### src/hw/rtl/ufl_pkg.sv
package ufl_pkg;

  // Largest number of list entries the storage is built for.
  localparam int unsigned MAX_ENTRIES = 512;

  // Index of one entry, and a link that can also hold the "none" code.
  localparam int unsigned IDX_W  = $clog2(MAX_ENTRIES);
  localparam int unsigned LINK_W = $clog2(MAX_ENTRIES + 1);
  localparam int unsigned CNT_W  = LINK_W;

  // Fixed field widths of the ports.
  localparam int unsigned CFG_W  = 10;
  localparam int unsigned MOVE_W = 10;
  localparam int unsigned STAT_W = 2;

  localparam logic [LINK_W-1:0] LINK_NONE = LINK_W'(MAX_ENTRIES);
  localparam logic [CNT_W-1:0]  COUNT_MIN = CNT_W'(2);
  localparam logic [CNT_W-1:0]  COUNT_MAX = CNT_W'(MAX_ENTRIES);

  // Operation codes of the func field.
  localparam logic FUNC_REMOVE = 1'b0;
  localparam logic FUNC_UNDO   = 1'b1;

  typedef enum logic [STAT_W-1:0] {
    ST_OK          = 2'd0,
    ST_BAD_REMOVE  = 2'd1,
    ST_EMPTY_UNDO  = 2'd2
  } status_e;

  // Commands from the controller to the datapath.
  typedef struct packed {
    logic    rebuild;  // load entry count, restart the clearing pass
    logic    sweep;    // write one chain entry of the clearing pass
    logic    capture;  // take the request, start the first reads
    logic    pop;      // read links of the entry popped off the stack
    logic    commit;   // relink, update counters
    logic    emit;     // load the result register
    status_e status;   // status code of the emitted result
  } cmd_t;

  // Status from the datapath to the controller.
  typedef struct packed {
    logic in_undo;      // func field of the waiting request
    logic range_err;    // waiting remove names an entry beyond the count
    logic stack_empty;  // nothing to undo
    logic op_undo;      // func of the request in flight
    logic taken;        // mark of the entry read for a remove
    logic sweep_last;   // clearing pass at its last entry
    logic out_free;     // result register can take a result this cycle
  } stat_t;

  // Clamp a written entry count into the supported range.
  function automatic logic [CNT_W-1:0] clamp_count(input logic [CFG_W-1:0] v);
    logic [31:0] w;
    w = 32'(v);
    if (w < 32'(COUNT_MIN)) begin
      return COUNT_MIN;
    end else if (w > 32'(MAX_ENTRIES)) begin
      return COUNT_MAX;
    end
    return CNT_W'(w);
  endfunction

endpackage

### src/hw/rtl/ufl_ctrl.sv
module ufl_ctrl (
  input  logic           clk_i,
  input  logic           rst_ni,
  input  logic           in_valid_i,
  output logic           in_stall_o,
  input  logic           cfg_valid_i,
  output logic           cfg_ready_o,
  input  ufl_pkg::stat_t stat_i,
  output ufl_pkg::cmd_t  cmd_o
);
  import ufl_pkg::*;

  typedef enum logic [4:0] {
    S_CLEAR = 5'b00001,
    S_IDLE  = 5'b00010,
    S_POP   = 5'b00100,
    S_LOOK  = 5'b01000,
    S_ERR   = 5'b10000
  } state_e;

  state_e  state_q, state_d;
  status_e err_q, err_d;

  always_comb begin
    state_d = state_q;
    err_d   = err_q;
    cmd_o   = '0;
    cmd_o.status = ST_OK;
    case (state_q)
      S_CLEAR: begin
        if (cfg_valid_i) begin
          cmd_o.rebuild = 1'b1;
        end else begin
          cmd_o.sweep = 1'b1;
          if (stat_i.sweep_last) state_d = S_IDLE;
        end
      end
      S_IDLE: begin
        if (cfg_valid_i) begin
          cmd_o.rebuild = 1'b1;
          state_d = S_CLEAR;
        end else if (in_valid_i) begin
          cmd_o.capture = 1'b1;
          if (stat_i.in_undo) begin
            if (stat_i.stack_empty) begin
              err_d   = ST_EMPTY_UNDO;
              state_d = S_ERR;
            end else begin
              state_d = S_POP;
            end
          end else if (stat_i.range_err) begin
            err_d   = ST_BAD_REMOVE;
            state_d = S_ERR;
          end else begin
            state_d = S_LOOK;
          end
        end
      end
      S_POP: begin
        cmd_o.pop = 1'b1;
        state_d = S_LOOK;
      end
      S_LOOK: begin
        if (stat_i.out_free) begin
          cmd_o.emit = 1'b1;
          if (!stat_i.op_undo && stat_i.taken) begin
            cmd_o.status = ST_BAD_REMOVE;
          end else begin
            cmd_o.commit = 1'b1;
          end
          state_d = S_IDLE;
        end
      end
      S_ERR: begin
        if (stat_i.out_free) begin
          cmd_o.emit   = 1'b1;
          cmd_o.status = err_q;
          state_d = S_IDLE;
        end
      end
      default: begin
        state_d = S_CLEAR;
      end
    endcase
  end

  always_ff @(posedge clk_i or negedge rst_ni) begin
    if (!rst_ni) begin
      state_q <= S_CLEAR;
      err_q   <= ST_OK;
    end else begin
      state_q <= state_d;
      err_q   <= err_d;
    end
  end

  assign in_stall_o  = (state_q != S_IDLE) || cfg_valid_i;
  // Hold off a register write while a request is in flight.
  assign cfg_ready_o = (state_q == S_CLEAR) || (state_q == S_IDLE);

endmodule

### config.mk
export PLATFORM = sky130hd
export DESIGN_NAME = ufl_ctrl
export DESIGN_NICKNAME = d
export VERILOG_FILES = /design/src/hw/rtl/ufl_pkg.sv /design/src/hw/rtl/ufl_ctrl.sv
export SDC_FILE = /design/constraint.sdc
export NUM_CORES = 1
export LEC_CHECK = 0
export BUFFER_PORTS_ARGS = -buffer_cell sky130_fd_sc_hd__clkbuf_2
export CORE_AREA = 10 10 47 49
export DETAILED_ROUTE_END_ITERATION = 6
export DIE_AREA = 0 0 57 59
export PLACE_DENSITY = 0.78
export SYNTH_ARGS = -nofsm -noshare
export SYNTH_HDL_FRONTEND = slang
export SYNTH_SLANG_ARGS = --single-unit
### constraint.sdc
create_clock -name clk_i -period 1.8 [get_ports clk_i]
set_input_delay 0.18 -clock clk_i [delete_from_list [all_inputs] [get_ports clk_i]]
set_output_delay 0.18 -clock clk_i [all_outputs]
set_load 0.005 [all_outputs]
==> results.json <==
{
  "fill_cells": 148,
  "vdd_drop_max_mv": 0.453,
  "min_path_type": "input port to flop",
  "ys_seq_area_frac": 0.354,
  "grt_overflow": 0,
  "finalInstanceArea_um2": 688,
  "numCtsBuffers": 3,
  "vias": 503,
  "setup_violations": 0,
  "max-cap-violations": 0,
  "dieArea_um2": 3360,
  "core_area_um2": 1400,
  "clk_latency_ns": 0.25,
  "start_util": 0.355,
  "grt_usage": 0.0794,
  "cts_tree": "yes",
  "fmax_ghz": 0.583,
  "wl_mm": 1.31,
  "num_rows": 14,
  "avgViaCountPerCell": 5.24,
  "drive_above_1_share": 0.500,
  "fp.dieH_um": 59,
  "final_nets": 92,
  "critPathLaunchType": "flop",
  "syn_to_final_growth_pct": 38.2,
  "regArea_um2": 179,
  "clkTransAtPathRegs_ns": 0.05,
  "power.leakage_nw": 0.352,
  "maxSlewHeadroom": 0.812,
  "grt_pass1_wl_mm": 2.20,
  "dr.pass1.iters": 4,
  "place_area_um2": 629,
  "routedWlPerCell_um": 13.7,
  "antenna_found_initial": 0,
  "cp_max_fo": 10,
  "ios": 21,
  "slowest_stage": "dfrtp_2",
  "hpwl_mm": 1.12,
  "finalCoreUtilization": 0.491,
  "gr-usage-met3": 0.0365,
  "cp_cell_sequence": "nor4_4 -> nand2_2 -> or3_4 -> mux2_4",
  "fin_skew_ns": 0.00586,
  "synthArstFlopShare": 1.00,
  "grt_max_degree": 11,
  "port_buffers": 20,
  "met1_usage": 0.0913,
  "rsz0062_at_grt": "false",
  "endpoint_kind": "flop",
  "status": "complete, no violations",
  "fin_tns_setup_ns": 0,
  "first_iter_violations": 16,
  "ys_ff_latch": 7,
  "synthCells": 53,
  "yosysUniqueCellTypes": 30,
  "fin_crit_ns": 1.71,
  "worst_pin_slew_ns": 0.282,
  "n_antenna_cell": 0,
  "criticalPathCategory": "flop to flop",
  "synth-edff-count": 0,
  "syn_nets": 64,
  "clockBufferDepth": 2,
  "worstPathRequired_ns": 1.94,
  "critPathMaxStageDelay_ns": 0.48,
  "multi_input_area_um2": 312,
  "clockRootBuffer": "clkbuf_4",
  "grt-busiest-layer": "met2",
  "globalplace.congestion": 0.778,
  "arrival_ns": 1.85,
  "clock_sinks": 7,
  "die_w_um": 57,
  "htreeDepth": 1,
  "power.density_nw_per_um2": 923,
  "final_hold_viol_count": 0,
  "syn_area_per_cell_um2": 9.40,
  "final_max_slew_viol_count": 0,
  "grt_pass1_vias": 487,
  "antenna_left": 0,
  "finalCritPeriodShare": 0.952,
  "netlist_area_um2": 498,
  "synthFlopType": "dfrtp_1",
  "grtUsageMet2": 0.118,
  "synth_warnings": 0,
  "drcViolationCount": 0,
  "postCtsSetupBuffers": 0
}
[metal layers]
layer / vias up / share of wire
met5: - / 0
met4: 0 / 0.018
met1: 226 / 0.42
li1: 250 / -
met2: 23 / 0.46
met3: 4 / 0.11
[cell usage after synthesis, types with 2 or more instances]
library cell  number  area [µm²]
nand3b_1           2        15.0
nor4_1             3        18.8
inv_1              3        11.3
nor4b_1            2        17.5
nor3_1             2        10.0
nand2_1            5        18.8
mux2i_1            2        20.0
nor2b_1            3        18.8
a21oi_1            2        10.0
dfrtp_1            6         150
and2_1             2        12.5
nor2_1             3        11.3
[kinds of logic (layout without fill, tap and decap cells)]
family,count (synthesis),count (layout),synth area share
muxes,4,4,0.0930
and+or+nand+nor,28,28,0.362
buffers and inverters,5,32,0.0603
xor gates and xnor gates,1,1,0.0176
AOI/OAI and AO/OA,8,8,0.113
DFF,7,7,0.354
[layout make-up]
class,instances,area share
clock buffer,4,0.0382
inverter,3,0.0164
multi-input combinational,41,0.453
sequential,7,0.260
tap,16,0.0291
timing repair buffer,25,0.204
[state kept, by name (all words and copies together), names as in the netlist]
signal	flops
state_q	5
err_q	2
[final timing paths]
kind / startpoint / to / slack, ns / cells past startpoint
hold / removal: stat_i[4] / state_q[2] / 0.11 / 2
min in group asynchronous: rst_ni / state_q[1] / 0.30 / 2
setup reg to reg: state_q[3] / err_q[1] / 0.09 / 4
hold reg to reg: err_q[1] / err_q[1] / 0.53 / 1
setup / recovery: state_q[3] / err_q[1] / 0.09 / 4
max in group asynchronous: rst_ni / state_q[0] / 1.27 / 2
[power breakdown]
| part | leakage (nW) | total, mW | internal (mW) | switching [mW] |
|---|---|---|---|---|
| Sequential | 0.0846 | 0.241 | 0.199 | 0.0422 |
| Combinational | 0.252 | 0.256 | 0.137 | 0.119 |
| Clock | 0.0150 | 0.138 | 0.0844 | 0.0539 |
| Total | 0.352 | 0.635 | 0.420 | 0.215 |
[stage by stage]
step / hold WS (ns) / instances / setup WS, ns / total power, mW
floorplan: -0.116 / 53 / 0.0527 / 0.379
global placement: 0.0196 / 91 / 0.119 / 0.474
detailed placement: 0.0211 / 91 / 0.0707 / 0.483
CTS: 0.101 / 96 / 0.0473 / 0.632
global route: 0.119 / 96 / 0.00840 / 0.688
finish: 0.108 / 96 / 0.0861 / 0.635
[critical path: cells and delay by family, from the launching register on]
kind	cells	cell delay (ns)
AND/OR/NAND/NOR	3	0.83
flip-flops	1	0.48
multiplexers	1	0.30
[placed cells by master, fill, tap and decap left out, types with 2 or more instances in the layout]
cell type  count
dfrtp_2        2
inv_1          3
nor2b_1        2
nor2_1         3
nand2_1        5
a21oi_1        2
clkbuf_2      20
nand3b_1       2
and2_1         2
nor4_1         2
clkbuf_4       3
dfrtp_1        4
mux2i_1        2
buf_4          4
[timing repair]
action,CTS,global route
endpoints found under the hold margin,7,0
resized for setup,1,5
cloned,0,0
hold buffers,1,0
endpoints found under the setup margin,1,7
Note: power is estimated with default switching activity, not from simulation.
